**src/rtl/rcsfd_pkg.sv**
```systemverilog
`default_nettype none

package rcsfd_pkg;

   // frame layout
   localparam int unsigned BODY_BYTES   = 24;
   localparam int unsigned ADDR_W       = 5;
   localparam int unsigned CHAN_W       = 11;
   localparam int unsigned CHAN_IDX_W   = 4;
   localparam int unsigned CSR_INDEX_W  = 3;

   localparam logic [ADDR_W-1:0]     LAST_SLOT      = 5'd23;
   localparam logic [ADDR_W-1:0]     FLAGS_ADDR     = 5'd22;
   localparam logic [ADDR_W-1:0]     LAST_DATA_ADDR = 5'd21;
   localparam logic [CHAN_IDX_W-1:0] LAST_CHAN      = 4'd15;

   // register indexes of the configuration port
   typedef enum logic [CSR_INDEX_W-1:0] {
      REG_HEADER     = 3'd0,
      REG_FOOTER     = 3'd1,
      REG_ALT_MASK   = 3'd2,
      REG_ALT_VALUE  = 3'd3,
      REG_LOST_MASK  = 3'd4,
      REG_SAFE_MASK  = 3'd5
   } csr_reg_type;

   // sequencer to unpacker
   typedef struct packed {
      logic clear;
      logic byte_valid;
      logic lost;
      logic safe;
   } unp_ctrl_type;

   // unpacker to sequencer
   typedef struct packed {
      logic byte_ready;
   } unp_stat_type;

endpackage

`default_nettype wire

```
**src/rtl/rc_servo_frame_decoder_unit.sv**
```systemverilog
`default_nettype none

// Serial-bus servo frame decoder. One received byte is taken per word on the
// req channel while hunting for a header or collecting a frame. A header
// counts only when the byte before it is a footer (plain or masked alternate).
// The 24 bytes after it go into a small frame memory; if the last is a footer,
// the block stalls req and walks the memory: it reads the flags byte, then
// feeds one stored byte per cycle through an 11-bit unpacker while the rsp
// side does not stall. It then yields sixteen channel words, channel 0 first,
// the last one marked. A bad footer drops the frame without output. Registers
// may be written only while the block is idle; csr_ready is always high and
// unused indexes are ignored.
module rc_servo_frame_decoder_unit (
   input  logic                                 clock,
   input  logic                                 reset,
   input  logic                                 req_valid,
   output logic                                 req_stall,
   input  logic [7:0]                           req_rx_byte,
   output logic                                 rsp_valid,
   input  logic                                 rsp_stall,
   output logic [rcsfd_pkg::CHAN_IDX_W-1:0]     rsp_chan_index,
   output logic [rcsfd_pkg::CHAN_W-1:0]         rsp_chan_value,
   output logic                                 rsp_lost_frame,
   output logic                                 rsp_failsafe_on,
   output logic                                 rsp_last_of_frame,
   input  logic                                 csr_valid,
   output logic                                 csr_ready,
   input  logic [rcsfd_pkg::CSR_INDEX_W-1:0]    csr_index,
   input  logic [7:0]                           csr_wdata
);
   import rcsfd_pkg::*;

   typedef enum logic [3:0] {
      ST_HUNT   = 4'b0001,
      ST_BODY   = 4'b0010,
      ST_FLAGS  = 4'b0100,
      ST_UNPACK = 4'b1000
   } state_type;

   function automatic logic footer_match(input logic [7:0] b, input logic [7:0] plain,
                                         input logic [7:0] mask, input logic [7:0] value);
      return (b == plain) || ((b & mask) == value);
   endfunction

   state_type         state_ff, state_in;
   logic [ADDR_W-1:0] slot_ff, slot_in;
   logic [ADDR_W-1:0] rd_idx_ff, rd_idx_in;
   logic [7:0]        prev_ff, prev_in;

   logic [7:0] header_ff, footer_ff, alt_mask_ff, alt_value_ff, lost_mask_ff, safe_mask_ff;

   logic              req_accept;
   logic              csr_write;
   logic              prev_is_footer;
   logic              rx_is_footer;
   logic              wr_en;
   logic              rd_en;
   logic [ADDR_W-1:0] rd_addr;
   logic [7:0]        rd_data;
   unp_ctrl_type      unp_ctrl;
   unp_stat_type      unp_stat;

   assign req_stall  = ~((state_ff == ST_HUNT) || (state_ff == ST_BODY));
   assign req_accept = req_valid & ~req_stall;
   assign csr_ready  = 1'b1;
   assign csr_write  = csr_valid & csr_ready;

   assign prev_is_footer = footer_match(prev_ff, footer_ff, alt_mask_ff, alt_value_ff);
   assign rx_is_footer   = footer_match(req_rx_byte, footer_ff, alt_mask_ff, alt_value_ff);

   // configuration registers
   always_ff @(posedge clock) begin
      if (reset) begin
         header_ff    <= 8'h0F;
         footer_ff    <= 8'h00;
         alt_mask_ff  <= 8'h0F;
         alt_value_ff <= 8'h04;
         lost_mask_ff <= 8'h04;
         safe_mask_ff <= 8'h08;
      end else if (csr_write) begin
         unique case (csr_index)
            REG_HEADER:    header_ff    <= csr_wdata;
            REG_FOOTER:    footer_ff    <= csr_wdata;
            REG_ALT_MASK:  alt_mask_ff  <= csr_wdata;
            REG_ALT_VALUE: alt_value_ff <= csr_wdata;
            REG_LOST_MASK: lost_mask_ff <= csr_wdata;
            REG_SAFE_MASK: safe_mask_ff <= csr_wdata;
            default: ;
         endcase
      end
   end

   // frame sequencer
   always_comb begin
      state_in  = state_ff;
      slot_in   = slot_ff;
      rd_idx_in = rd_idx_ff;
      prev_in   = prev_ff;
      wr_en     = 1'b0;
      rd_en     = 1'b0;
      rd_addr   = rd_idx_ff;
      unp_ctrl  = '0;
      unp_ctrl.lost = |(rd_data & lost_mask_ff);
      unp_ctrl.safe = |(rd_data & safe_mask_ff);
      if (req_accept) begin
         prev_in = req_rx_byte;
      end
      unique case (state_ff)
         ST_HUNT: begin
            if (req_accept && (req_rx_byte == header_ff) && prev_is_footer) begin
               state_in = ST_BODY;
               slot_in  = '0;
            end
         end
         ST_BODY: begin
            if (req_accept) begin
               wr_en = 1'b1;
               if (slot_ff == LAST_SLOT) begin
                  if (rx_is_footer) begin
                     state_in = ST_FLAGS;
                     rd_en    = 1'b1;
                     rd_addr  = FLAGS_ADDR;
                  end else begin
                     state_in = ST_HUNT;
                  end
               end else begin
                  slot_in = slot_ff + 5'd1;
               end
            end
         end
         ST_FLAGS: begin
            unp_ctrl.clear = 1'b1;
            rd_en          = 1'b1;
            rd_addr        = '0;
            rd_idx_in      = '0;
            state_in       = ST_UNPACK;
         end
         ST_UNPACK: begin
            if (unp_stat.byte_ready) begin
               unp_ctrl.byte_valid = 1'b1;
               if (rd_idx_ff == LAST_DATA_ADDR) begin
                  state_in = ST_HUNT;
               end else begin
                  rd_en     = 1'b1;
                  rd_addr   = rd_idx_ff + 5'd1;
                  rd_idx_in = rd_idx_ff + 5'd1;
               end
            end
         end
         default: state_in = ST_HUNT;
      endcase
   end

   always_ff @(posedge clock) begin
      if (reset) begin
         state_ff  <= ST_HUNT;
         slot_ff   <= '0;
         rd_idx_ff <= '0;
         prev_ff   <= '0;
      end else begin
         state_ff  <= state_in;
         slot_ff   <= slot_in;
         rd_idx_ff <= rd_idx_in;
         prev_ff   <= prev_in;
      end
   end

   rcsfd_frame_store u_store (
      .clock   (clock),
      .wr_en   (wr_en),
      .wr_addr (slot_ff),
      .wr_data (req_rx_byte),
      .rd_en   (rd_en),
      .rd_addr (rd_addr),
      .rd_data (rd_data)
   );

   rcsfd_unpacker u_unpacker (
      .clock             (clock),
      .reset             (reset),
      .ctrl              (unp_ctrl),
      .byte_data         (rd_data),
      .stat              (unp_stat),
      .rsp_valid         (rsp_valid),
      .rsp_stall         (rsp_stall),
      .rsp_chan_index    (rsp_chan_index),
      .rsp_chan_value    (rsp_chan_value),
      .rsp_lost_frame    (rsp_lost_frame),
      .rsp_failsafe_on   (rsp_failsafe_on),
      .rsp_last_of_frame (rsp_last_of_frame)
   );

endmodule

`default_nettype wire

```
**src/rtl/rcsfd_frame_store.sv**
```systemverilog
`default_nettype none

module rcsfd_frame_store (
   input  logic                          clock,
   input  logic                          wr_en,
   input  logic [rcsfd_pkg::ADDR_W-1:0]  wr_addr,
   input  logic [7:0]                    wr_data,
   input  logic                          rd_en,
   input  logic [rcsfd_pkg::ADDR_W-1:0]  rd_addr,
   output logic [7:0]                    rd_data
);
   import rcsfd_pkg::*;

   logic [7:0] mem_ff [0:BODY_BYTES-1];
   logic [7:0] rd_data_ff;

   // write port
   always_ff @(posedge clock) begin
      if (wr_en) begin
         mem_ff[wr_addr] <= wr_data;
      end
   end

   // registered read port
   always_ff @(posedge clock) begin
      if (rd_en) begin
         rd_data_ff <= mem_ff[rd_addr];
      end
   end

   assign rd_data = rd_data_ff;

endmodule

`default_nettype wire

```
**src/rtl/rcsfd_unpacker.sv**
```systemverilog
`default_nettype none

module rcsfd_unpacker (
   input  logic                               clock,
   input  logic                               reset,
   input  rcsfd_pkg::unp_ctrl_type            ctrl,
   input  logic [7:0]                         byte_data,
   output rcsfd_pkg::unp_stat_type            stat,
   output logic                               rsp_valid,
   input  logic                               rsp_stall,
   output logic [rcsfd_pkg::CHAN_IDX_W-1:0]   rsp_chan_index,
   output logic [rcsfd_pkg::CHAN_W-1:0]       rsp_chan_value,
   output logic                               rsp_lost_frame,
   output logic                               rsp_failsafe_on,
   output logic                               rsp_last_of_frame
);
   import rcsfd_pkg::*;

   // bit accumulator: at most ten bits wait between bytes
   logic [9:0]            acc_ff, acc_in;
   logic [3:0]            cnt_ff, cnt_in;
   logic [CHAN_IDX_W-1:0] chan_ff, chan_in;
   logic                  lost_ff, lost_in;
   logic                  safe_ff, safe_in;

   logic                  out_valid_ff, out_valid_in;
   logic [CHAN_IDX_W-1:0] out_index_ff;
   logic [CHAN_W-1:0]     out_value_ff;
   logic                  out_lost_ff;
   logic                  out_safe_ff;
   logic                  out_last_ff;

   logic [17:0] merged;
   logic [4:0]  cnt_sum;
   logic        emit;
   logic        out_free;
   logic        load;

   // merge the new byte above the bits already held
   assign merged   = {8'd0, acc_ff} | ({10'd0, byte_data} << cnt_ff);
   assign cnt_sum  = {1'b0, cnt_ff} + 5'd8;
   assign emit     = (cnt_sum >= 5'(CHAN_W));
   assign out_free = ~out_valid_ff | ~rsp_stall;
   assign load     = ctrl.byte_valid & emit;

   assign stat.byte_ready = ~emit | out_free;

   // accumulator and channel counter
   always_comb begin
      acc_in  = acc_ff;
      cnt_in  = cnt_ff;
      chan_in = chan_ff;
      lost_in = lost_ff;
      safe_in = safe_ff;
      if (ctrl.clear) begin
         acc_in  = '0;
         cnt_in  = '0;
         chan_in = '0;
         lost_in = ctrl.lost;
         safe_in = ctrl.safe;
      end else if (ctrl.byte_valid) begin
         if (emit) begin
            acc_in  = {3'd0, merged[17:11]};
            cnt_in  = 4'(cnt_sum - 5'(CHAN_W));
            chan_in = chan_ff + 4'd1;
         end else begin
            acc_in = merged[9:0];
            cnt_in = cnt_sum[3:0];
         end
      end
   end

   always_ff @(posedge clock) begin
      if (reset) begin
         acc_ff  <= '0;
         cnt_ff  <= '0;
         chan_ff <= '0;
      end else begin
         acc_ff  <= acc_in;
         cnt_ff  <= cnt_in;
         chan_ff <= chan_in;
      end
   end

   always_ff @(posedge clock) begin
      lost_ff <= lost_in;
      safe_ff <= safe_in;
   end

   // output register
   always_comb begin
      out_valid_in = out_valid_ff & rsp_stall;
      if (load) begin
         out_valid_in = 1'b1;
      end
   end

   always_ff @(posedge clock) begin
      if (reset) begin
         out_valid_ff <= 1'b0;
      end else begin
         out_valid_ff <= out_valid_in;
      end
   end

   always_ff @(posedge clock) begin
      if (load) begin
         out_index_ff <= chan_ff;
         out_value_ff <= merged[CHAN_W-1:0];
         out_lost_ff  <= lost_ff;
         out_safe_ff  <= safe_ff;
         out_last_ff  <= (chan_ff == LAST_CHAN);
      end
   end

   assign rsp_valid         = out_valid_ff;
   assign rsp_chan_index    = out_index_ff;
   assign rsp_chan_value    = out_value_ff;
   assign rsp_lost_frame    = out_lost_ff;
   assign rsp_failsafe_on   = out_safe_ff;
   assign rsp_last_of_frame = out_last_ff;

endmodule

`default_nettype wire

```
**config.mk**
```make
export PLATFORM = sky130hd
export DESIGN_NAME = rc_servo_frame_decoder_unit
export DESIGN_NICKNAME = d
export VERILOG_FILES = /design/src/rtl/rcsfd_pkg.sv /design/src/rtl/rc_servo_frame_decoder_unit.sv /design/src/rtl/rcsfd_frame_store.sv /design/src/rtl/rcsfd_unpacker.sv
export SDC_FILE = /design/constraint.sdc
export NUM_CORES = 1
export LEC_CHECK = 0
export ABC_CLOCK_PERIOD_IN_PS = 4600
export BUFFER_PORTS_ARGS = -buffer_cell sky130_fd_sc_hd__buf_4
export CORE_MARGIN = 5
export CORE_UTILIZATION = 55
export CTS_BUF_LIST = sky130_fd_sc_hd__clkbuf_4 sky130_fd_sc_hd__clkbuf_8
export DETAILED_ROUTE_END_ITERATION = 16
export GPL_ROUTABILITY_DRIVEN = 0
export HOLD_SLACK_MARGIN = 0.15
export PLACE_DENSITY = 0.81
export SYNTH_ARGS = -nofsm -noshare
export SYNTH_HDL_FRONTEND = slang
export SYNTH_SLANG_ARGS = --single-unit
```
**constraint.sdc**
```tcl
create_clock -name clock -period 4.6 [get_ports clock]
set_clock_uncertainty 0.15 [all_clocks]
set_input_delay 0.92 -clock clock [delete_from_list [all_inputs] [get_ports clock]]
set_output_delay 0.92 -clock clock [all_outputs]
set_load 0.01 [all_outputs]
```
== Word-level counts from Yosys, hierarchy flattened ==
Memories as Yosys holds them, arrays and structs flattened. A register that Yosys moved wholly into a read port is not among the register bits.
Index checks and enable logic that the tools add are counted.

* Shift operators: 1
* Div/mod/pow operators: 0
* Add/subtract/negate cells: 5
* Eq/ne operators: 23
* Multipliers: 0
* Mux-type cells: 34
* Bitwise logic cells: 14
* Order comparisons: 1
* Reduce and logical (&&, ||, !) cells: 20

{| class="wikitable"
|+ Operators with widths
! kind !! number
|-
| 8-bit equality test || 5
|-
| 5-bit two-way mux || 8
|-
| 8-bit AND || 4
|-
| 4-bit two-way mux || 6
|-
| 5-bit case mux with 2 select lines || 2
|-
| 10-bit by 18-bit bitwise OR with 18-bit output || 1
|-
| 8-bit by 4-bit left shift with 18-bit output || 1
|-
| 4-bit case mux with 4 select lines || 1
|-
| 8-bit OR reduction || 2
|-
| 5-bit case mux with 3 select lines || 1
|-
| 2-bit AND reduction || 7
|-
| 1-bit two-way mux || 13
|-
| 5-bit by 1-bit adder with 5-bit output, second input constant || 2
|-
| 5-bit equality test, second input constant || 2
|-
| 10-bit two-way mux || 1
|-
| 4-bit equality test, second input constant || 2
|-
| 3-bit by 2-bit equality test with 1-bit output, second input constant || 2
|-
| 3-bit equality test, second input constant || 2
|-
| 2-bit by 1-bit != test with 1-bit output, second input constant || 3
|-
| 2-bit != test, second input constant || 3
|-
| 4-bit by 4-bit adder with 5-bit output, second input constant || 1
|-
| 5-bit by 4-bit greater-or-equal comparator with 1-bit output, second input constant || 1
|-
| 5-bit AND reduction || 1
|-
| 4-bit by 1-bit adder with 4-bit output, second input constant || 1
|-
| other kinds (16) || 26
|}

* Bits in registers: 109
* Memory bits (read-only): 0
* Memories: 1
* Input bits: 24
* Memory bits (writable): 192
* Output and inout port bits: 21
* Latch bits: 0

{| class="wikitable"
|+ Memory list
! memory !! depth !! bits a word !! read ports !! clocked after memory_dff !! wr ports !! line !! RTL
|-
| u_store.mem_ff || 24 || 8 || 1 || 1 || 1 || rcsfd_frame_store.sv:14 || <nowiki>logic [7:0] mem_ff [0:BODY_BYTES-1];</nowiki>
|}

== Longest topological paths before layout ==
Gate-level depths: netlist (run 1).

* Word-level depth: 8
* Depth in mapped cells: 13
* Depth with buffers taken out: 10

== Modules after synthesis ==
Synthesis (run 1) repeated with hierarchy kept, for this count alone.

* Cell total of the unflattened synthesis: 976
* Area, all modules: 13221.4 um^2

{| class="wikitable"
|+ Modules (own cells, without submodules)
! module !! times used !! area each (um^2) !! cells an instance
|-
| rcsfd_frame_store || 1 || 7800.0 || 383
|-
| rc_servo_frame_decoder_unit || 1 || 3455.8 || 415
|-
| rcsfd_unpacker || 1 || 1965.6 || 178
|}

== Worst setup path before layout (run 1) ==
OpenSTA, ideal clock, no wires.

* Kind: input port to flip-flop
* Start: input req_rx_byte[3]
* End: register u_store.rd_data_ff[6] (netlist: u_store.rd_data[6]) (read register of u_store.mem_ff), data pin
* Arrival: 2.940 ns
* Setup time: 0.262 ns
* Stages: 10
* Required time: 4.188 ns
* Buffers on the path: 2
* Setup slack: 1.248 ns
* Path through: and3_1 -> o22a_1 -> and4_1 -> o21a_1 -> buf_2 -> nor2_8 -> buf_6 -> mux4_2 -> a32oi_1 -> nor4_2

* Cells in the longest elaborated chain, start to end: 7

{| class="wikitable"
|+ RTL lines
! item !! line !! RTL
|-
| from (decl) || rc_servo_frame_decoder_unit.sv:18 || <nowiki>input logic [7:0] req_rx_byte,</nowiki>
|-
| 8-bit AND || rc_servo_frame_decoder_unit.sv:42 || <nowiki>return (b == plain) || ((b & mask) == value);</nowiki>
|-
| 8-bit equality test || rc_servo_frame_decoder_unit.sv:42 ||
|-
| 1-bit logical OR (*) || rc_servo_frame_decoder_unit.sv:42 ||
|-
| 5-bit two-way mux or 1-bit two-way mux (tied branches) || rc_servo_frame_decoder_unit.sv:119 || <nowiki>if (rx_is_footer) begin</nowiki>
|-
| 5-bit two-way mux or 1-bit two-way mux (tied branches) || rc_servo_frame_decoder_unit.sv:118 || <nowiki>if (slot_ff == LAST_SLOT) begin</nowiki>
|-
| 5-bit two-way mux or 1-bit two-way mux (tied branches) || rc_servo_frame_decoder_unit.sv:116 || <nowiki>if (req_accept) begin</nowiki>
|-
| 5-bit case mux with 3 select lines or 1-bit case mux with 3 select lines (tied branches) || rc_servo_frame_decoder_unit.sv:108 || <nowiki>unique case (state_ff)</nowiki>
|-
| to (decl) || rcsfd_frame_store.sv:15 || <nowiki>logic [7:0] rd_data_ff;</nowiki>
|}

Mark *: on every way between the ends. The rest lies on a longest branch, timed or not.
A chain may end at the register's enable or synchronous reset.

== Final worst setup path (run 1) ==
* Start: register u_unpacker.cnt_ff[3]
* End: register u_store.rd_data_ff[1] (netlist: u_store.rd_data[1]) (read register of u_store.mem_ff), data pin

* Cells in the longest elaborated chain, start to end: 6

{| class="wikitable"
|+ RTL lines
! item !! line !! RTL
|-
| from (decl) || rcsfd_unpacker.sv:21 || <nowiki>logic [3:0] cnt_ff, cnt_in;</nowiki>
|-
| from (signal assigned) || rcsfd_unpacker.sv:80 || <nowiki>cnt_ff <= cnt_in;</nowiki>
|-
| 4-bit by 4-bit adder with 5-bit output (*) || rcsfd_unpacker.sv:41 || <nowiki>assign cnt_sum = {1'b0, cnt_ff} + 5'd8;</nowiki>
|-
| 5-bit by 4-bit greater-or-equal comparator with 1-bit output (*) || rcsfd_unpacker.sv:42 || <nowiki>assign emit = (cnt_sum >= 5'(CHAN_W));</nowiki>
|-
| 1-bit inverter (*) || rcsfd_unpacker.sv:46 || <nowiki>assign stat.byte_ready = ~emit | out_free;</nowiki>
|-
| 1-bit bitwise OR (*) || rcsfd_unpacker.sv:46 ||
|-
| 5-bit two-way mux or 1-bit two-way mux (tied branches) || - ||
|-
| 5-bit case mux with 3 select lines or 1-bit case mux with 3 select lines (tied branches) || rc_servo_frame_decoder_unit.sv:108 ||
|}

Marked as above.

==> results.cfg, run 1 <==
[logic_synthesis]
synth.net_count = 1204
synth_common_cells = edfxtp_1 (220), nand2_1 (92), a21oi_1 (91)
synth_edf_count = 220
synth_cells = 1172
synth_cell_types = 81
yosysSeqAreaShare_pct = 61.20
ys_ff_latch = 309
async_reset_ff_share_pct = 0
synth_ff_type = edfxtp_1
synth.avg_cell_area_um2 = 11.69
synthTopCellsByArea = edfxtp_1 (48%), dfxtp_1 (13%), a21oi_1 (3.3%)
yosysTopAreaCell = edfxtp_1
synthMostInstantiatedCell = edfxtp_1
synthesis.area_um2 = 13710
yosys_warnings = 0
yosysTopAreaCellShare_pct = 48.20

[drt]
drc = 0
firstDrtPassIters = 6
vias_per_cell = 6.360
vias = 10040
wl_per_cell_um = 21.95
drt_iter0_markers = 1220
wirelength_um = 34660
postRouteAntennaNets = 0

[timing]
fin_crit_sh_pct = 81.73
slew_headroom_pct = 33.39
tightest_slew_ps = 992.5
hold_violations = 0
fmax_ghz = 0.2660
finalSetupTns_ps = 0
whs_ps = 277.1
fin_crit_ps = 3759
rsz0062_at_grt = no
final_max_slew_viol_count = 0
setup_viol = 0

[worst_setup_path]
path_max_fanout = 16
arrival_ps = 3920
startpoint_type = flip-flop
cpMostUsedCell = o2111ai_1
cp_slowest_cell = a2111oi_4
max_stage_delay_ps = 690
required_ps = 4760
worst-setup-path-type = reg2reg
crit_path_end_kind = flip-flop
crit_chain = a2111oi_4 -> o21ai_1 -> a221oi_2 -> nand3_1 -> nor3_2 -> o2111ai_1 -> o2111ai_1 -> nor4_2

[power]
finalPower_w = 0.005995
leakagePower_nw = 5.202
p_int_w = 0.004505
combPwrFrac_pct = 10.4
power_frac_seq_pct = 51.8
vdd_drop_max_v = 0.0002274
clock_power_share_pct = 37.8
power_density_nw_per_um2 = 393.0
switching_power_w = 0.001490
switching_share_pct = 24.86

[min_path]
hold_path_class = reg2reg

[floorplan]
initial_utilization_pct = 56.03
rows = 57
core_area_um2 = 24460
die_h_um = 167.9
dieWidth_um = 167.9
die_area_um2 = 28180
pin_count = 45

[cts]
h-tree-depth = 2
cts_tree = built
hold_buffers = 0
cts.clk_slew.worst_paths_ps = 70
clk_latency_ps = 570
clock_sinks = 309
cts.path.max_buffers = 3
root_buffer = clkbuf_8
numCtsBuffers = 47
cts_resized = 0
cts_setup_buffers = 0

[status]
outcome = completed

[finish]
fillers = 1885
final_net_count = 1252
top_register = u_store.mem_ff
largest_reg_flops = 192
area_growth_pct = 11.31
drive_above_1_share_pct = 16.41
diodes = 0
fin_util_pct = 62.37

[global_routing]
grt_pass1_vias = 9550
grt_start_max_net_pins = 73
antenna_found_initial = 0
track_usage_pct = 24.15
grt_pass1_wl_um = 54040
overflow = 0

[placed_design]
hpwl_um = 22810
port_buffers = 43

[run]
maxCapViolCount = 0
## logic make-up (layout without fill, tap and decap cells)
family	count (synthesis)	in the layout	share of synthesized area, %
mux	50	50	4.501
compound gates	291	291	13.79
buf+inv	99	182	3.204
flops	309	309	61.20
fa+ha+maj	8	8	0.7304
other cells	1	1	0.02736
xor+xnor	31	31	1.981
simple gates	383	383	14.56
## final cells by class
cell class	count	area, µm²	share of cell area, %
clock buffer	68	842.1	5.520
sequential	309	8388	54.98
clock inverter	16	102.6	0.6725
timing repair buffer	67	503.0	3.297
multi-input combinational	764	4898	32.11
inverter	31	116.4	0.7627
tap	324	405.4	2.657
## cell usage in the layout (no fill, tap or decap), types with 10 or more instances in the layout
cell and count:
nor2b_1 10, mux2_2 13, o2111ai_1 24, nor2_1 86
and3_1 12, nand2_1 92, edfxtp_1 220, o21ai_0 81
buf_4 67, inv_1 29, o211ai_1 10, clkbuf_8 53
nand3_1 73, clkbuf_4 15, dfxtp_1 89, a211oi_1 10
a21oi_1 91, nor3_1 25, xor2_1 10, mux2i_1 29
xnor2_1 21
## critical path, delay by kind of cell (launching register included)
| family | cells | cell delay [ps] |
|---|---|---|
| AOI/OAI and AO/OA | 5 | 1820 |
| DFF | 1 | 510 |
| and+or+nand+nor | 3 | 1010 |
## worst paths after layout
path,from,endpoint,slack [ps],cells past startpoint
worst max-delay path,u_unpacker.cnt_ff[3]$_SDFFE_PP0P_,u_store.rd_data[1]$_DFFE_PP_,840,8
worst min-delay path,u_unpacker.safe_ff$_DFFE_PP_,u_unpacker.rsp_failsafe_on$_DFFE_PP_,280,0
worst max register to register,u_unpacker.cnt_ff[3]$_SDFFE_PP0P_,u_store.rd_data[1]$_DFFE_PP_,840,8
worst min register to register,u_unpacker.safe_ff$_DFFE_PP_,u_unpacker.rsp_failsafe_on$_DFFE_PP_,280,0
## per-layer routing
metal | wire (µm) | share of wire [%] | global-route usage, % | vias up
li1 | - | - | - | 4489
met1 | 13640 | 39 | 33.12 | 4801
met2 | 15950 | 46 | 38.02 | 614
met3 | 3195 | 9.2 | 4.220 | 138
met4 | 1868 | 5.4 | 10.83 | 0
met5 | 0 | 0 | 0 | -
## power groups by stage
| stage | clock, W | sequential (W) | combinational, W |
|---|---|---|---|
| CTS | 0.00228 | 0.00310 | 0.000614 |
| global placement | 0 | 0.00316 | 0.000590 |
| detailed placement | 0 | 0.00316 | 0.000609 |
| global route | 0.00243 | 0.00311 | 0.000676 |
| floorplan | 0 | 0.00313 | 0.000424 |
| finish | 0.00227 | 0.00311 | 0.000624 |
## per-stage QoR
step	cells	area [µm²]	worst slack (ps)
after global routing	1579	15260	718.5
after global placement	1495	14310	572.3
after CTS	1579	15260	947.1
after floorplan	1172	13710	1248
after detailed placement	1495	14310	576.7
final	1579	15260	840.5
(Power assumes the default switching activity.)
==> run 2, diff against run 1 <==
--- a/config.mk
+++ b/config.mk
@@ -5,7 +5,8 @@
 export SDC_FILE = /design/constraint.sdc
 export NUM_CORES = 1
 export LEC_CHECK = 0
-export ABC_CLOCK_PERIOD_IN_PS = 4600
+export ABC_AREA = 1
+export ABC_CLOCK_PERIOD_IN_PS = 3300
 export BUFFER_PORTS_ARGS = -buffer_cell sky130_fd_sc_hd__buf_4
 export CORE_MARGIN = 5
 export CORE_UTILIZATION = 55
@@ -13,7 +14,7 @@
 export DETAILED_ROUTE_END_ITERATION = 16
 export GPL_ROUTABILITY_DRIVEN = 0
 export HOLD_SLACK_MARGIN = 0.15
-export PLACE_DENSITY = 0.81
+export PLACE_DENSITY = 0.84
 export SYNTH_ARGS = -nofsm -noshare
 export SYNTH_HDL_FRONTEND = slang
 export SYNTH_SLANG_ARGS = --single-unit
==> constraint.sdc (replaced) <==
create_clock -name clock -period 3.3 [get_ports clock]
set_clock_uncertainty 0.15 [all_clocks]
set_input_delay 0.66 -clock clock [delete_from_list [all_inputs] [get_ports clock]]
set_output_delay 0.66 -clock clock [all_outputs]
set_load 0.01 [all_outputs]
==> run 2 against run 1 <==
  * Synthesized cell count up 26%
  * Sequential share of layout area decreased by 1.6 points
  * Clock-buffer cell count decreased by 5
  * Flip-flop and latch count unchanged
  * Via count up 9.7%
  * Maximum frequency rose by 20%
  * Die area increased by 2.4%
  * Cell count increased by 21%
  * Sequential power increased by 35%
  * Critical path type unchanged
  * Critical endpoint is now u_store.rd_data[4]$_DFFE_PP_
  * Largest cell class unchanged
  * Largest power group unchanged
  * Highest routed layer unchanged
==> results.cfg, run 2 <==
[placed_design]
port_buffers = 43
hpwl_um = 24310

[logic_synthesis]
synthTopCellsByArea = edfxtp_1 (47%), dfxtp_1 (13%), nand3_1 (6.8%)
ys_ff_latch = 309
synth.net_count = 1508
synth.avg_cell_area_um2 = 9.525
synth_ff_type = edfxtp_1
yosysTopAreaCell = edfxtp_1
synth_common_cells = nand2_1 (239), edfxtp_1 (220), nand3_1 (191)
synth_cells = 1476
synthesis.area_um2 = 14060
synth_cell_types = 45
synth_edf_count = 220
yosysSeqAreaShare_pct = 59.67
yosysTopAreaCellShare_pct = 46.99
synthMostInstantiatedCell = nand2_1
async_reset_ff_share_pct = 0
yosys_warnings = 0

[floorplan]
die_area_um2 = 28860
rows = 58
die_h_um = 169.9
pin_count = 45
dieWidth_um = 169.9
initial_utilization_pct = 55.83
core_area_um2 = 25180

[cts]
cts.path.max_buffers = 3
numCtsBuffers = 46
cts.clk_slew.worst_paths_ps = 70
cts_tree = built
h-tree-depth = 2
clk_latency_ps = 560
root_buffer = clkbuf_8
clock_sinks = 309
cts_setup_buffers = 0

[timing]
rsz0062_at_grt = no
hold_violations = 0
slew_headroom_pct = 37.71
fmax_ghz = 0.3196
fin_crit_sh_pct = 94.83
whs_ps = 231.1
final_max_slew_viol_count = 0
setup_viol = 0
fin_crit_ps = 3129
tightest_slew_ps = 930.3
finalSetupTns_ps = 0

[power]
switching_share_pct = 21.95
leakagePower_nw = 6.302
clock_power_share_pct = 40.9
power_frac_seq_pct = 55.2
p_int_w = 0.005956
combPwrFrac_pct = 3.9
finalPower_w = 0.007630
vdd_drop_max_v = 0.0003564
switching_power_w = 0.001674
power_density_nw_per_um2 = 485.9

[drt]
wl_met2_um = 17220
dr.max_layer_used = met4
vias_per_cell = 5.775
vias = 11010
wl_met1_um = 13460
firstDrtPassIters = 6
postRouteAntennaNets = 0
drc = 0
wl_met3_um = 3269
drt_iter0_markers = 1273
wl_per_cell_um = 18.65
wirelength_um = 35570

[worst_setup_path]
worst-setup-path-type = reg2reg
arrival_ps = 3300
reg2reg_depth = 17
startpoint_type = flip-flop
path_max_fanout = 28
crit_path_end_kind = flip-flop
required_ps = 3470

[finish]
drive_above_1_share_pct = 11.60
mostFrequentLayoutCells = nand2_1 (239), edfxtp_1 (220), nand3_1 (191)
largest_reg_flops = 192
final_net_count = 1572
diodes = 0
area_growth_pct = 11.69
top_register = u_store.mem_ff
fillers = 1861
final_common_cell = nand2_1
multi_input_area_um2 = 4603
seq_area_um2 = 8388

[run]
maxCapViolCount = 0

[global_routing]
grt_pass1_vias = 10670
grt_start_max_net_pins = 66
overflow = 0
antenna_found_initial = 0
track_usage_pct = 24.43
grt_pass1_wl_um = 56100

[min_path]
worstHoldPathCells = 3
hold_path_class = in2reg

[status]
outcome = completed
run 2: cell types whose count changed after synthesis, moves of 25 or more:
cell      change
nor2_1       +63
nand3b_1     +25
nand2_1     +147
inv_1       +158
a21oi_1      -31
nand3_1     +118
mux2i_1      -27
run 2: cell families after synthesis:
kind of cell,after synthesis,synth area share (%)
compound gates,213,8.428
xor+xnor,31,1.931
fa+ha+maj,8,0.7120
buf+inv,256,7.707
flops,309,59.67
mux,2,0.1424
other cells,1,0.02667
simple gates,656,21.39
run 2: what timing repair did:
action                                  in CTS  in global routing
hold buffers                                 0                  0
endpoints found under the setup margin       0                  5
resized for setup                            0                  3
endpoints found under the hold margin        0                  0
run 2: stage by stage:
step,cell area [µm²],setup WS (ps),utilization (%),std cells
floorplan,14060,903.8,-,1476
global placement,14760,135.7,58.63,1822
detailed placement,14760,85.25,58.63,1822
CTS,15690,155.4,62.30,1907
global route,15700,18.32,62.36,1907
finish,15700,170.6,62.36,1907
run 2: layer usage:
layer  GRT usage [%]  vias up
met3           3.949      127
met1           31.26     5123
met4           10.71        0
li1                -     5112
met2           41.29      650
met5               0        -
run 2: layout make-up:
type | instances | area share (%)
Tap cell | 330 | 2.629
Timing Repair Buffer | 76 | 4.032
Multi-Input combinational cell | 911 | 29.31
Sequential cell | 309 | 53.42
Inverter | 196 | 4.725
Clock inverter | 22 | 0.9562
Clock buffer | 63 | 4.924
run 2: worst paths after layout:
kind                                      from                              endpoint  slack, ps
max reg2reg  u_unpacker.cnt_ff[2]$_SDFFE_PP0P_          u_store.rd_data[4]$_DFFE_PP_        170
max          u_unpacker.cnt_ff[2]$_SDFFE_PP0P_          u_store.rd_data[4]$_DFFE_PP_        170
min reg2reg       u_unpacker.safe_ff$_DFFE_PP_  u_unpacker.rsp_failsafe_on$_DFFE_PP_        280
min                               csr_wdata[3]          safe_mask_ff[3]$_SDFFE_PP1P_        230
run 2: power groups by stage:
stage          Combinational (W)  Sequential [W]  Clock (W)
2_1_floorplan           0.000146         0.00428          0
3_3_place_gp            0.000280         0.00429          0
3_5_place_dp            0.000290         0.00429          0
4_1_cts                 0.000292         0.00421    0.00314
5_1_grt                 0.000323         0.00421    0.00333
6_report                0.000298         0.00421    0.00312
run 2: worst max-delay path, cell delays in order, from the launching register on:
cell     delay, ps
dfxtp_1        370
inv_2          260
nand3_4        140
nor2_8         190
nor2_4          70
nor2_4         130
inv_2           80
nand2_1         90
nand3_2        170
nand2_8        250
buf_4          300
nand2_1        120
nand3_1        100
nand3_1        120
nand3_1        120
nand2_1         90
nand2_1         70
nand2_1         70
==> run 3, diff against run 2 <==
--- a/config.mk
+++ b/config.mk
@@ -14,7 +14,7 @@
 export DETAILED_ROUTE_END_ITERATION = 16
 export GPL_ROUTABILITY_DRIVEN = 0
 export HOLD_SLACK_MARGIN = 0.15
-export PLACE_DENSITY = 0.84
+export PLACE_DENSITY = 0.86
 export SYNTH_ARGS = -nofsm -noshare
 export SYNTH_HDL_FRONTEND = slang
 export SYNTH_SLANG_ARGS = --single-unit
==> run 3 against run 2 <==
  * Flip-flop and latch count stayed put
  * Utilization about the same
  * Register-to-register slack improved by 60 ps
  * Cell area hardly changed
  * Critical path depth fell by 5
  * Wire length shrank 0.19%
  * Worst hold slack lost 11 ps
  * First-iteration DRC count shrank 1.0%
  * Sequential share of layout area about the same
  * Sequential power about the same
==> results.cfg, run 3 (synthesized netlist as in run 2, its figures left out) <==
[placed_design]
hpwl_um = 23640
dp_slack_ps = 87.34
port_buffers = 43

[cts]
clock_sinks = 309
cts.path.max_buffers = 3
root_buffer = clkbuf_8
numCtsBuffers = 48
cts_tree = built
cts.clk_slew.worst_paths_ps = 60
hold_buffers = 0
clk_latency_ps = 560
h-tree-depth = 2

[timing]
tightest_slew_ps = 1061
fin_ws_ps = 227.7
fin_crit_ps = 3072
finalSetupTns_ps = 0
slew_headroom_pct = 28.97
setup_viol = 0
hold_violations = 0
fin_crit_sh_pct = 93.10
final_max_slew_viol_count = 0
whs_ps = 220.5
fmax_ghz = 0.3255
rsz0062_at_grt = no

[power]
clock_power_share_pct = 41.8
switching_share_pct = 21.38
p_int_w = 0.006087
combPwrFrac_pct = 3.8
power_frac_seq_pct = 54.4
power_density_nw_per_um2 = 493.4
leakagePower_nw = 6.308
vdd_drop_max_v = 0.0003856
finalPower_w = 0.007742
switching_power_w = 0.001655

[drt]
drc = 0
wirelength_um = 35500
vias_per_cell = 5.815
drt_iter0_markers = 1260
postRouteAntennaNets = 0
wl_per_cell_um = 18.64
firstDrtPassIters = 6
vias = 11080

[min_path]
hp-start = csr_wdata[3]
hold_path_class = in2reg
worstHoldPathCells = 3

[worst_setup_path]
crit_cells = 12
worst-setup-path-type = reg2reg
crit_path_end_kind = flip-flop
required_ps = 3440
cpMostUsedCell = nand2_1
startpoint_type = flip-flop
r2r_start = u_unpacker.cnt_ff[1]$_SDFFE_PP0P_
arrival_ps = 3220
reg2reg_depth = 12
cp.buffers_inverters = 2
crit_chain = ha_1 -> nor2_8 -> nor2_4 -> inv_1 -> a21oi_1 -> nand3_1 -> o21ai_2 -> inv_1 -> nand3_1 -> nand2_1 -> nand2_1 -> nand2_1
cp_slowest_cell = dfxtp_1
path_max_fanout = 9
max_stage_delay_ps = 490
critPathLaunch = u_unpacker.cnt_ff[1]$_SDFFE_PP0P_
crit_family = simple AND/OR/NAND/NOR gates

[finish]
drive_above_1_share_pct = 11.49
fin_util_pct = 62.31
final_net_count = 1573
final_common_cell = nand2_1
area_growth_pct = 11.61
largest_reg_flops = 192
mostFrequentLayoutCells = nand2_1 (239), edfxtp_1 (220), nand3_1 (191)
top_register = u_store.mem_ff
diodes = 0

[global_routing]
grt_pass1_vias = 10740
grt_start_max_net_pins = 66
antenna_found_initial = 0
track_usage_pct = 24.70
overflow = 0
grt_pass1_wl_um = 56770

[status]
outcome = completed

[floorplan]
die_h_um = 169.9
dieWidth_um = 169.9
die_area_um2 = 28860
core_area_um2 = 25180
rows = 58
initial_utilization_pct = 55.83
pin_count = 45

[run]
maxCapViolCount = 0
run 3: cell types whose count changed in the layout (fill, tap and decap cells not counted), sizes merged:
cell      change
clkbuf        +8
buf           -1
clkinv        -7
clkinvlp      -2
run 3: cell type report:
class / count / area, µm²
fill: 1901 / 9492
tap: 330 / 412.9
clock buffer: 71 / 858.3
timing repair buffer: 75 / 595.6
multi-input combinational: 911 / 4592
clock inverter: 13 / 105.1
sequential: 309 / 8388
inverter: 196 / 738.2
run 3: metal layers:
layer	GRT usage (%)	vias up	wire [µm]
met4	12.25	0	1922
met2	40.15	657	16840
li1	-	5114	-
met1	32.51	5177	13570
met5	0	-	0
met3	3.879	129	3168
run 3: power groups by stage:
stage / Clock [W] / Combinational (W) / Sequential, W
floorplan: 0 / 0.000146 / 0.00428
global placement: 0 / 0.000275 / 0.00429
detailed placement: 0 / 0.000288 / 0.00429
CTS: 0.00326 / 0.000289 / 0.00421
global route: 0.00345 / 0.000323 / 0.00421
finish: 0.00324 / 0.000293 / 0.00421
run 3: worst reg2reg max path, delay by kind of cell (launching register included):
family / cells / cell delay [ps]
adder cells (fa/ha/maj): 1 / 350
AO/OA/AOI/OAI: 2 / 560
AND/OR/NAND/NOR: 7 / 840
flip-flops: 1 / 490
buffers and inverters: 2 / 420
run 3: through the flow:
stage	area, µm²	std cells
finish	15690	1905
CTS	15680	1905
detailed placement	14720	1821
global route	15690	1905
floorplan	14060	1476
global placement	14720	1821
run 3: worst paths after layout:
path | end | slack (ps)
hold reg to reg | u_unpacker.rsp_lost_frame$_DFFE_PP_ | 280
setup reg to reg | u_store.rd_data[4]$_DFFE_PP_ | 230
hold / removal | alt_mask_ff[3]$_SDFFE_PP1P_ | 220
setup / recovery | u_store.rd_data[4]$_DFFE_PP_ | 230
run 3: repair_timing:
item / in CTS / in global routing
buffers inserted: 0 / 0
gates resized for setup: 0 / 2
endpoints found under the hold margin: 0 / 0
setup endpoints to repair: 0 / 5
